[src/design/tpn_pkg.sv]
// shared types and constants for the ticket paxos node
// message codes, payload structs and config register indexes; no dependencies
package tpn_pkg;

  localparam int unsigned TICKET_W  = 8;
  localparam int unsigned CMD_W     = 8;
  localparam int unsigned FUNC_W    = 3;
  localparam int unsigned VOTE_W    = 5;
  localparam int unsigned NCOUNT_W  = 5;
  localparam int unsigned NID_W     = 4;
  localparam int unsigned CFG_IDX_W = 1;
  localparam int unsigned CFG_DAT_W = 5;

  // message codes, shared by func and out_kind
  localparam logic [FUNC_W-1:0] FN_REQ_TICKET   = 3'd0;
  localparam logic [FUNC_W-1:0] FN_REQ_PROPOSE  = 3'd1;
  localparam logic [FUNC_W-1:0] FN_REQ_COMMIT   = 3'd2;
  localparam logic [FUNC_W-1:0] FN_RESP_TICKET  = 3'd3;
  localparam logic [FUNC_W-1:0] FN_RESP_PROPOSE = 3'd4;
  localparam logic [FUNC_W-1:0] FN_RESP_COMMIT  = 3'd5;
  localparam logic [FUNC_W-1:0] FN_CLIENT       = 3'd6;
  // on the result side, code six reports a finished commit
  localparam logic [FUNC_W-1:0] FN_COMMIT_DONE  = 3'd6;

  localparam logic [CFG_IDX_W-1:0] CFG_NODE_COUNT = 1'd0;
  localparam logic [CFG_IDX_W-1:0] CFG_NODE_ID    = 1'd1;

  localparam logic [CMD_W-1:0]    EMPTY_CMD       = 8'd101;
  localparam logic [CMD_W-1:0]    DIGIT_ZERO      = 8'd48;
  localparam logic [VOTE_W-1:0]   VOTE_MAX        = 5'd31;
  localparam logic [NCOUNT_W-1:0] NODE_COUNT_RST  = 5'd5;
  localparam logic [NID_W-1:0]    NODE_ID_RST     = 4'd0;

  typedef struct packed {
    logic [FUNC_W-1:0]   func;
    logic [TICKET_W-1:0] msg_ticket;
    logic                msg_ok;
    logic [CMD_W-1:0]    msg_command;
  } tpn_in_t;

  typedef struct packed {
    logic [FUNC_W-1:0]   out_kind;
    logic                out_broadcast;
    logic                out_ok;
    logic [TICKET_W-1:0] out_ticket;
    logic [CMD_W-1:0]    out_command;
  } tpn_out_t;

endpackage

[src/design/ticket_paxos_node_step.sv]
// ticket paxos node: acceptor and proposer, one decoded message per item
// depends on tpn_pkg for payload structs, message codes and constants
//
// One item per clock while out_stall does not hold the result register. An
// accepted item is held in an input register; the acceptor and proposer
// state and the result are worked out from it by a single level of compares
// and increments and land in the result register. Acceptor requests always
// give one reply; proposer replies give a result only when the vote
// completes (node_count-2 replies counted); a client request always
// broadcasts a fresh ticket request. Code seven gives nothing. in_stall
// rises only while the input register is full and the result register
// holds an item that out_stall is holding back.
module ticket_paxos_node_step (
  input  logic                              clk,
  input  logic                              rst_n,
  input  logic                              in_valid,
  output logic                              in_stall,
  input  tpn_pkg::tpn_in_t                  in_data,
  output logic                              out_valid,
  input  logic                              out_stall,
  output tpn_pkg::tpn_out_t                 out_data,
  input  logic                              cfg_we,
  input  logic [tpn_pkg::CFG_IDX_W-1:0]     cfg_index,
  input  logic [tpn_pkg::CFG_DAT_W-1:0]     cfg_wdata
);
  import tpn_pkg::*;

  logic                 in_v_r;
  tpn_in_t              item_r;
  logic                 out_v_r;
  tpn_out_t             res_r;

  logic [NCOUNT_W-1:0]  node_count_r;
  logic [NID_W-1:0]     node_id_r;
  logic [TICKET_W-1:0]  highest_r, highest_nxt;
  logic [CMD_W-1:0]     acc_cmd_r, acc_cmd_nxt;
  logic [TICKET_W-1:0]  stored_r, stored_nxt;
  logic                 committed_r, committed_nxt;
  logic [TICKET_W-1:0]  own_ticket_r, own_ticket_nxt;
  logic [CMD_W-1:0]     own_prop_r, own_prop_nxt;
  logic [VOTE_W-1:0]    yes_r, yes_nxt;
  logic [VOTE_W-1:0]    no_r, no_nxt;

  logic                 fire;
  logic                 has_res;
  tpn_out_t             res;

  logic [VOTE_W-1:0]    yes_cnt, no_cnt;
  logic [VOTE_W:0]      vote_sum;
  logic [NCOUNT_W-1:0]  need;
  logic                 vote_done;
  logic                 vote_won;
  logic [TICKET_W-1:0]  next_ticket;
  logic [CMD_W-1:0]     new_prop;

  // the staged item moves on when the result register is free or draining
  assign fire      = in_v_r && (!out_v_r || !out_stall);
  assign in_stall  = in_v_r && out_v_r && out_stall;
  assign out_valid = out_v_r;
  assign out_data  = res_r;

  // vote counting, counters saturate
  always_comb begin
    yes_cnt = yes_r;
    no_cnt  = no_r;
    if (item_r.msg_ok) begin
      if (yes_r < VOTE_MAX) yes_cnt = yes_r + 1'b1;
    end else begin
      if (no_r < VOTE_MAX) no_cnt = no_r + 1'b1;
    end
    vote_sum  = {1'b0, yes_cnt} + {1'b0, no_cnt};
    need      = node_count_r - NCOUNT_W'(2);
    vote_done = (node_count_r >= NCOUNT_W'(3)) && (vote_sum == {1'b0, need});
    vote_won  = yes_cnt >= (node_count_r >> 1);
  end

  assign next_ticket = own_ticket_r + 1'b1;
  assign new_prop    = (item_r.msg_command != EMPTY_CMD) ? item_r.msg_command : own_prop_r;

  always_comb begin
    highest_nxt    = highest_r;
    acc_cmd_nxt    = acc_cmd_r;
    stored_nxt     = stored_r;
    committed_nxt  = committed_r;
    own_ticket_nxt = own_ticket_r;
    own_prop_nxt   = own_prop_r;
    yes_nxt        = yes_r;
    no_nxt         = no_r;
    has_res        = 1'b0;
    res            = '0;
    case (item_r.func)
      FN_REQ_TICKET: begin
        has_res      = 1'b1;
        res.out_kind = FN_RESP_TICKET;
        if (item_r.msg_ticket > highest_r) begin
          highest_nxt     = item_r.msg_ticket;
          res.out_ok      = 1'b1;
          res.out_command = acc_cmd_r;
        end
      end
      FN_REQ_PROPOSE: begin
        has_res      = 1'b1;
        res.out_kind = FN_RESP_PROPOSE;
        if (item_r.msg_ticket == highest_r) begin
          acc_cmd_nxt = item_r.msg_command;
          stored_nxt  = item_r.msg_ticket;
          res.out_ok  = 1'b1;
        end
      end
      FN_REQ_COMMIT: begin
        has_res      = 1'b1;
        res.out_kind = FN_RESP_COMMIT;
        if (item_r.msg_ticket == stored_r && item_r.msg_command == acc_cmd_r) begin
          committed_nxt = 1'b1;
          res.out_ok    = 1'b1;
        end
      end
      FN_RESP_TICKET, FN_RESP_PROPOSE, FN_RESP_COMMIT: begin
        yes_nxt = yes_cnt;
        no_nxt  = no_cnt;
        if (vote_done) begin
          yes_nxt = '0;
          no_nxt  = '0;
          has_res = 1'b1;
          if (!vote_won) begin
            own_ticket_nxt    = next_ticket;
            res.out_kind      = FN_REQ_TICKET;
            res.out_broadcast = 1'b1;
            res.out_ticket    = next_ticket;
          end else if (item_r.func == FN_RESP_TICKET) begin
            own_prop_nxt      = new_prop;
            res.out_kind      = FN_REQ_PROPOSE;
            res.out_broadcast = 1'b1;
            res.out_ticket    = own_ticket_r;
            res.out_command   = new_prop;
          end else if (item_r.func == FN_RESP_PROPOSE) begin
            res.out_kind      = FN_REQ_COMMIT;
            res.out_broadcast = 1'b1;
            res.out_ticket    = own_ticket_r;
            res.out_command   = own_prop_r;
          end else begin
            res.out_kind = FN_COMMIT_DONE;
            res.out_ok   = 1'b1;
          end
        end
      end
      FN_CLIENT: begin
        own_ticket_nxt    = next_ticket;
        has_res           = 1'b1;
        res.out_kind      = FN_REQ_TICKET;
        res.out_broadcast = 1'b1;
        res.out_ticket    = next_ticket;
      end
      default: begin
        has_res = 1'b0;
      end
    endcase
  end

  // input register
  always_ff @(posedge clk) begin
    if (!rst_n) begin
      in_v_r <= 1'b0;
    end else begin
      in_v_r <= (in_valid && !in_stall) || (in_v_r && !fire);
    end
    if (in_valid && !in_stall) begin
      item_r <= in_data;
    end
  end

  // result register
  always_ff @(posedge clk) begin
    if (!rst_n) begin
      out_v_r <= 1'b0;
    end else if (fire) begin
      out_v_r <= has_res;
    end else if (!out_stall) begin
      out_v_r <= 1'b0;
    end
    if (fire && has_res) begin
      res_r <= res;
    end
  end

  // node state and configuration
  always_ff @(posedge clk) begin
    if (!rst_n) begin
      node_count_r <= NODE_COUNT_RST;
      node_id_r    <= NODE_ID_RST;
      highest_r    <= '0;
      acc_cmd_r    <= EMPTY_CMD;
      stored_r     <= '0;
      committed_r  <= 1'b0;
      own_ticket_r <= '0;
      own_prop_r   <= DIGIT_ZERO + CMD_W'(NODE_ID_RST);
      yes_r        <= '0;
      no_r         <= '0;
    end else if (fire) begin
      highest_r    <= highest_nxt;
      acc_cmd_r    <= acc_cmd_nxt;
      stored_r     <= stored_nxt;
      committed_r  <= committed_nxt;
      own_ticket_r <= own_ticket_nxt;
      own_prop_r   <= own_prop_nxt;
      yes_r        <= yes_nxt;
      no_r         <= no_nxt;
    end else if (cfg_we) begin
      unique case (cfg_index)
        CFG_NODE_COUNT: begin
          node_count_r <= cfg_wdata[NCOUNT_W-1:0];
        end
        CFG_NODE_ID: begin
          node_id_r  <= cfg_wdata[NID_W-1:0];
          // the node's own digit character becomes its proposal
          own_prop_r <= DIGIT_ZERO + CMD_W'(cfg_wdata[NID_W-1:0]);
        end
        default: begin
          node_count_r <= node_count_r;
        end
      endcase
    end
  end

`ifndef SYNTHESIS
  a_stall_needs_item: assert property (@(posedge clk) disable iff (!rst_n)
    in_stall |-> in_v_r)
    else $error("input stalled with empty input register");

  a_result_from_item: assert property (@(posedge clk) disable iff (!rst_n)
    $rose(out_v_r) |-> $past(in_v_r))
    else $error("result appeared without a staged item");

  a_highest_monotonic: assert property (@(posedge clk) disable iff (!rst_n)
    $past(rst_n) |-> highest_r >= $past(highest_r))
    else $error("highest ticket went down");

  a_commit_sticky: assert property (@(posedge clk) disable iff (!rst_n)
    $past(rst_n) |-> !$fell(committed_r))
    else $error("committed flag cleared");

  a_node_id_proposal: assert property (@(posedge clk) disable iff (!rst_n)
    (cfg_we && !fire && cfg_index == CFG_NODE_ID) |=>
      own_prop_r == DIGIT_ZERO + CMD_W'(node_id_r))
    else $error("node id write did not reload the proposal");
`endif

endmodule

[config.mk]
export PLATFORM = sky130hd
export DESIGN_NAME = ticket_paxos_node_step
export DESIGN_NICKNAME = d
export VERILOG_FILES = /design/src/design/tpn_pkg.sv /design/src/design/ticket_paxos_node_step.sv
export SDC_FILE = /design/constraint.sdc
export NUM_CORES = 1
export LEC_CHECK = 0
export ABC_AREA = 1
export BUFFER_PORTS_ARGS = -buffer_cell sky130_fd_sc_hd__buf_2
export CAP_MARGIN = 15
export CELL_PAD_IN_SITES_DETAIL_PLACEMENT = 1
export CELL_PAD_IN_SITES_GLOBAL_PLACEMENT = 1
export CORE_ASPECT_RATIO = 2
export CORE_UTILIZATION = 35
export DETAILED_ROUTE_END_ITERATION = 6
export MAX_ROUTING_LAYER = met4
export PLACE_DENSITY_LB_ADDON = 0.1
export RECOVER_POWER = 100
export SLEW_MARGIN = 20
export SYNTH_ARGS = -nofsm -noshare
export SYNTH_HDL_FRONTEND = slang
export SYNTH_SLANG_ARGS = --single-unit
export TNS_END_PERCENT = 30
[constraint.sdc]
create_clock -name clk -period 3.9 [get_ports clk]
set_input_delay 0.195 -clock clk [delete_from_list [all_inputs] [get_ports clk]]
set_output_delay 0.195 -clock clk [all_outputs]
set_load 0.02 [all_outputs]
==> results of run 1 <==
registers in the layout, indices dropped and copies added, names as in the netlist:
register	cells
out_data	21
item_r	20
acc_cmd_r	8
highest_r	8
own_prop_r	8
own_ticket_r	8
stored_r	8
no_r	5
node_count_r	5
yes_r	5
in_v_r	1
out_valid	1
final timing paths:
path,startpoint,end,slack (ps),cells past startpoint
worst max-delay path,yes_r[1],out_data[19],460,14
worst min-delay path,in_data[14],item_r[14],20,1
worst max register to register,yes_r[1],out_data[19],460,14
worst min register to register,highest_r[4],highest_r[4],460,2
layer usage:
layer  vias up  GRT usage  wire [um]  share of wire
met5         -          -          0              0
met4         0      0.108        509          0.032
met3        27     0.0315        314          0.020
met2        49      0.452       9680           0.61
met1      2216      0.189       5300           0.34
li1       2317          -          -              -
metrics by stage:
stage | hold WS [ps] | cells | power (uW) | instance area, um^2
6_report | 15.7 | 916 | 2360 | 5990
2_1_floorplan | 294 | 662 | 1360 | 5250
5_1_grt | 0.928 | 916 | 2460 | 5990
3_3_place_gp | 372 | 897 | 1460 | 5720
3_5_place_dp | 373 | 897 | 1470 | 5720
4_1_cts | 0.719 | 916 | 2400 | 6060
cell usage in the layout (no fill, tap or decap), types with 4 or more instances in the layout:
| master | instances |
|---|---|
| xor2_1 | 10 |
| dfxtp_1 | 57 |
| nor2_2 | 13 |
| o211ai_1 | 7 |
| o21ai_0 | 54 |
| nor3_1 | 5 |
| nand3_1 | 66 |
| ha_1 | 22 |
| nor2_1 | 52 |
| inv_1 | 80 |
| xnor2_1 | 8 |
| nand2_2 | 5 |
| buf_2 | 28 |
| nand2_1 | 132 |
| clkbuf_1 | 27 |
| edfxtp_1 | 41 |
| nor4_1 | 4 |
| o22ai_1 | 5 |
| nand4_1 | 11 |
| a21oi_1 | 43 |
| clkbuf_16 | 9 |
final cells by class:
cell class | count | area share
multi-input cells | 462 | 0.410
clock buffers | 10 | 0.0399
inverters | 85 | 0.0533
well taps | 195 | 0.0407
repair buffers | 60 | 0.0499
clock inverters | 6 | 0.0107
flip-flops and latches | 98 | 0.396
power by group through the flow:
| stage | clock network, uW | logic [uW] | registers [uW] |
|---|---|---|---|
| floorplan | 0 | 199 | 1160 |
| global placement | 0 | 296 | 1160 |
| detailed placement | 0 | 305 | 1160 |
| CTS | 951 | 309 | 1140 |
| global route | 986 | 335 | 1140 |
| finish | 923 | 296 | 1140 |
cell families after synthesis:
logic type               synth area share
AO/OA/AOI/OAI                       0.129
XOR/XNOR                           0.0300
adder cells (fa/ha/maj)            0.0524
buffers and inverters              0.0762
flip-flops                          0.452
AND/OR/NAND/NOR                     0.261
==> run metrics, run 1 <==
Pleak=0.00249 uW; fill count=roughly 1900; PostCTS Resize Cnt=0; TritonRoute pass-1 iters=4; max_cap viols=1; Placer Congestion=0.835; Int Pwr=approximately 1700 uW; actual slew at the worst max-slew pin=between 1500 and 2000 ps; Clk pin slew, worst setup/hold paths=about 70 ps; dpl hpwl=12.6 mm; Root Driver=clkbuf_16; Core ar.=around 15000 um^2; multi-input logic area=between 2000 and 2500 um^2; Clock Latency Late Sink=about 360 ps; Synth async-reset ratio=0; setup ws final=about 460 ps; Most used DFF post-synth=dfxtp_1; Critical Path Max Stage Delay=480 ps; # IOs=54; Vert. Die Dim=roughly 180 um; GRT Total Usage=0.225; flops & latches, synth=98; Final min period=3440 ps; CTS Buf Count=9; failing checks=max-capacitance violations, max-slew violations; CP max FO=7; WP data arrival=about 3600 ps; Slowest cell on crit path=nor2_1; initial antenna violation count=0; worst path required time=about 4000 ps; Worst Path Buf+Inv=1; sequential cell area fraction in the yosys report=0.452; Clock Path Buffers=2; RSZ-0062 raised after global routing=false; most frequent cell after synthesis=nand2_1; Die X=roughly 89 um; sequential cell area=between 2000 and 2500 um^2; Reg power frac=0.483; crit-path cells=ha_1 > nand2_1 > o31ai_2 > nand3_1 > ha_1 > nand2_1 > nand3_1 > nor4_1 > nand2_1 > nor2_4 > nand3_1 > nor2_1 > inv_2 > o21ai_0; clock share of power=0.391; status=finished with violations; NumNets Final=just under 800; synth top area cells=edfxtp_1 (23%), dfxtp_1 (22%), nand2_1 (9.4%); cell taking the most area after synthesis=edfxtp_1; Post-Route Utilization=0.406; most frequent cells after synthesis=nand2_1 (131), inv_1 (80), nand3_1 (65), dfxtp_1 (57), o21ai_0 (54); largest net degree at the start of global routing=42; Vias/cell=around 5.0; Hold/Removal Path Class=input pin to flip-flop; CP endpoint kind=flip-flop; Syn-to-layout area delta=14.0%; Psw=roughly 640 uW; Syn Std Cell Area=around 5300 um^2; Final Hold Viols=0; Sw Share=0.272; startpoint types=flip-flop; power density over cell area=between 300 and 400 nW/um^2; Antenna Violating Nets Remaining=0; DRT iter0 DRCs=slightly above 80; combinational share of power=0.126; total of warnings raised by yosys=0; H-Tree Level Count=3; number of distinct library cells after synthesis=45; post-DR wirelength/cell=17.3 um; gr ovfl total=0; Pins Over Slew Limit=42; CTS tree=done; Antenna diodes=0; Avg Inst Size Synth=approximately 7.9 um^2; TNS Setup=0 ps; Slew headroom=-0.246; vias in the first global route=between 4000 and 5000; Yosys top cell area share=0.234; number of flops mapped to enable cells by yosys=roughly 40; hold buffer count at CTS=3; WL final=around 16 mm; Synth Instances=~660; Peak VDD IR=between 0.2 and 0.25 mV; Final Cycle Share=0.883; residual DRC count=0; Die ar.=15500 um^2; Post-Syn Nets=around 720; kind of critical path=flip-flop to flip-flop; FMAX=290 MHz; Top delay family on crit path=simple AND/OR/NAND/NOR gates; CTS sink cnt=98; row count=63; post-CTS setup buffers=0; total number of vias=~4600; Starting Density=0.356; clk_skew=approximately 9.0 ps; Final setup viols=0; # port buffers=53; first-pass GRT wire length=between 20 and 25 mm; layout cell share with drive strength beyond 1=0.105; DP Worst Slack=552 ps
Note: power is estimated with default switching activity, not from simulation.
==> inputs of run 2 (changes only) <==
--- a/config.mk
+++ b/config.mk
@@ -8,14 +8,13 @@
 export ABC_AREA = 1
 export BUFFER_PORTS_ARGS = -buffer_cell sky130_fd_sc_hd__buf_2
 export CAP_MARGIN = 15
-export CELL_PAD_IN_SITES_DETAIL_PLACEMENT = 1
+export CELL_PAD_IN_SITES_DETAIL_PLACEMENT = 0
 export CELL_PAD_IN_SITES_GLOBAL_PLACEMENT = 1
 export CORE_ASPECT_RATIO = 2
 export CORE_UTILIZATION = 35
 export DETAILED_ROUTE_END_ITERATION = 6
 export MAX_ROUTING_LAYER = met4
 export PLACE_DENSITY_LB_ADDON = 0.1
-export RECOVER_POWER = 100
 export SLEW_MARGIN = 20
 export SYNTH_ARGS = -nofsm -noshare
 export SYNTH_HDL_FRONTEND = slang
==> constraint.sdc (replaced) <==
create_clock -name clk -period 2.76 [get_ports clk]
set_input_delay 0.138 -clock clk [delete_from_list [all_inputs] [get_ports clk]]
set_output_delay 0.138 -clock clk [all_outputs]
set_load 0.02 [all_outputs]
==> run 2 against run 1 <==
Effect of this change: the flow finishes with violations (negative setup slack); cell area grew 16%; critical endpoint is now out_data[4]; count of clock-buffer cells in the layout grew 2; total power grew 48%; critical path type unchanged; core utilization up 6.6 points; setup slack got worse by 650 ps; worst hold slack better by 27 ps; largest cell class unchanged; global-route usage is 0.53 points lower.
==> run metrics, run 2 (synthesis gave the netlist of run 1 again) <==
status=finished with violations; failing checks=negative setup slack; Final Cycle Share=1.07 (+0.188); FMAX=338 MHz (+17%); CTS Buf Count=9 (unchanged); setup ws final=-195 ps (-652 ps); Peak VDD IR=0.356 mV (+51%); Syn-to-layout area delta=32.5%; H-Tree Level Count=3 (unchanged); Post-Route Utilization=0.472 (+0.0659); Antenna diodes=0 (unchanged); Hold Startpoint=cfg_wdata[2]; CP max FO=5 (-2); max reg flops=21 (unchanged); Int Pwr=2560 uW (+49%); Reg power frac=0.461 (-0.022); commonest cells after routing, fill and taps aside=nand2_1 (121), inv_1 (74), nand3_1 (61); layout cell share with drive strength beyond 1=0.274 (+0.169); row count=63 (unchanged); actual slew at the worst max-slew pin=518 ps (-1350 ps); Core ar.=14700 um^2 (unchanged); FF-to-FF Start=item_r[8]; Clock Path Buffers=2 (unchanged); TritonRoute pass-1 iters=4 (unchanged); vias in the first global route=4926 (+0.26%); r2r endpoint=out_data[4]; WL final=15.6 mm (-1.3%); Psw=931 uW (+45%); # IOs=54 (unchanged); initial antenna violation count=0 (unchanged); Starting Density=0.356 (unchanged); max_cap viols=0 (-1); Die ar.=15500 um^2 (unchanged); Pleak=0.00300 uW (+20%); RSZ-0062 raised after global routing=true; first-pass GRT wire length=24.3 mm (-1.8%); Clk pin slew, worst setup/hold paths=70 ps (about the same); CTS sink cnt=98 (unchanged); commonest non-fill, non-tap cell in the layout=nand2_1; Hold EP=node_count_r[2]; GRT Total Usage=0.220 (-0.00530); WP data arrival=3020 ps (-610 ps); Root Driver=clkbuf_16; Pins Over Slew Limit=0 (-100%); Final setup viols=46 (+46); worst path required time=2830 ps (-1260 ps); kind of critical path=flip-flop to flip-flop; clk_skew=6.64 ps (-2.41 ps); Final Hold Viols=0 (unchanged); startpoint types=flip-flop; sequential cell area=2380 um^2 (+0.32%); CP endpoint kind=flip-flop; non-filler cells, final=993 (+8.4%); total number of vias=4854 (+5.3%); multi-input logic area=2670 um^2 (+8.8%); Reg2Reg Depth=17 (+3); Vert. Die Dim=175 um (unchanged); DRT iter0 DRCs=171 (+110%); Die X=88.6 um (unchanged); residual DRC count=0 (unchanged); setup slack on the worst flop-to-flop path=-190 ps (-650 ps); Antenna Violating Nets Remaining=0 (unchanged); power density over cell area=501 nW/um^2 (+27%); Sw Share=0.267 (-0.00497); Slew headroom=0.652 (+0.898); Hold Path Stages=3 (+2); combinational share of power=0.164 (+0.038); dpl hpwl=11.8 mm (-6.0%); # port buffers=53 (unchanged); CTS tree=done; clock share of power=0.375 (-0.016); TNS Setup=-4550 ps (-4550 ps); NumNets Final=846 (+10%); Inst Count DP=944 (+5.2%); largest net degree at the start of global routing=41 (-2.4%); Hold/Removal Path Class=input pin to flip-flop; Final min period=2950 ps (-488 ps); gr ovfl total=0 (unchanged); Placer Congestion=0.866 (+3.6%); Vias/cell=4.89 (-2.9%); fill count=1537 (-18%); Clock Latency Late Sink=350 ps (about the same); post-DR wirelength/cell=15.7 um (-9.0%)
-- run 2: cell count changes in the layout (fill, tap and decap cells not counted), sizes merged --
cell / previous run / this run
buf: 30 / 116
bufinv: 1 / 0
clkbuf: 37 / 13
dlygate4sd3: 3 / 20
inv: 84 / 83
-- run 2: worst max path at each step --
stage                    from           end  slack, ps  depth (start not counted)
floorplan            yes_r[0]   out_data[0]          1                         15
global placement    item_r[8]  out_data[10]       -180                         13
detailed placement  item_r[8]  out_data[10]       -210                         16
CTS                 item_r[8]  out_data[17]       -130                         19
global route        item_r[8]   out_data[4]       -350                         17
finish              item_r[8]   out_data[4]       -190                         17
-- run 2: layout make-up --
cell class	count	share of cell area
multi-input combinational	462	0.383
sequential	98	0.342
timing repair buffer	137	0.147
inverter	85	0.0474
clock buffer	12	0.0415
tap	195	0.0350
clock inverter	4	0.00413
-- run 2: per-stage QoR --
step           hold slack [ps]  setup slack (ps)  total power, uW  cell area [um^2]
5_1_grt                   47.2              -355             3650              6960
3_5_place_dp               316              -210             2130              6110
3_3_place_gp               314              -178             2120              6110
4_1_cts                   18.7              -129             3510              6830
6_report                  42.5              -195             3490              6960
2_1_floorplan              237              1.09             1920              5260
-- run 2: worst max-delay path, cell delays in order, from the launching register on --
cell        delay, ps
edfxtp_1          400
buf_6             160
inv_6              60
and3_4            180
nand3_2            60
a22o_1            220
ha_4              230
nand2_2            60
nand3_2            90
nor4_2            280
nand2_1           160
nor2_4            140
nand3_2           110
nand2_2           110
nand2_4            60
clkinvlp_4         90
buf_6             120
clkbuf_16         130
-- run 2: repair_timing --
| item | 4_1_cts | 5_1_grt |
|---|---|---|
| endpoints found under the hold margin | 20 | 0 |
| endpoints found under the setup margin | 67 | 69 |
| pin swaps | 2 | 11 |
| resized for setup | 31 | 40 |
| buffers inserted | 9 | 5 |
| hold buffers | 20 | 0 |
| cloned | 1 | 1 |
-- run 2: per-layer routing --
metal	vias up	routed length (um)	share of wire	global-route usage
met4	0	544	0.035	0.0847
met2	78	9160	0.59	0.433
met1	2273	5560	0.36	0.198
met3	32	329	0.021	0.0343
met5	-	0	0	-
li1	2471	-	-	-
-- run 2: power groups by stage --
| stage | clock (uW) | combinational (uW) | sequential (uW) |
|---|---|---|---|
| global placement | 0 | 481 | 1640 |
| detailed placement | 0 | 487 | 1640 |
| global route | 1400 | 634 | 1610 |
| floorplan | 0 | 281 | 1640 |
| finish | 1310 | 571 | 1610 |
| CTS | 1350 | 549 | 1610 |
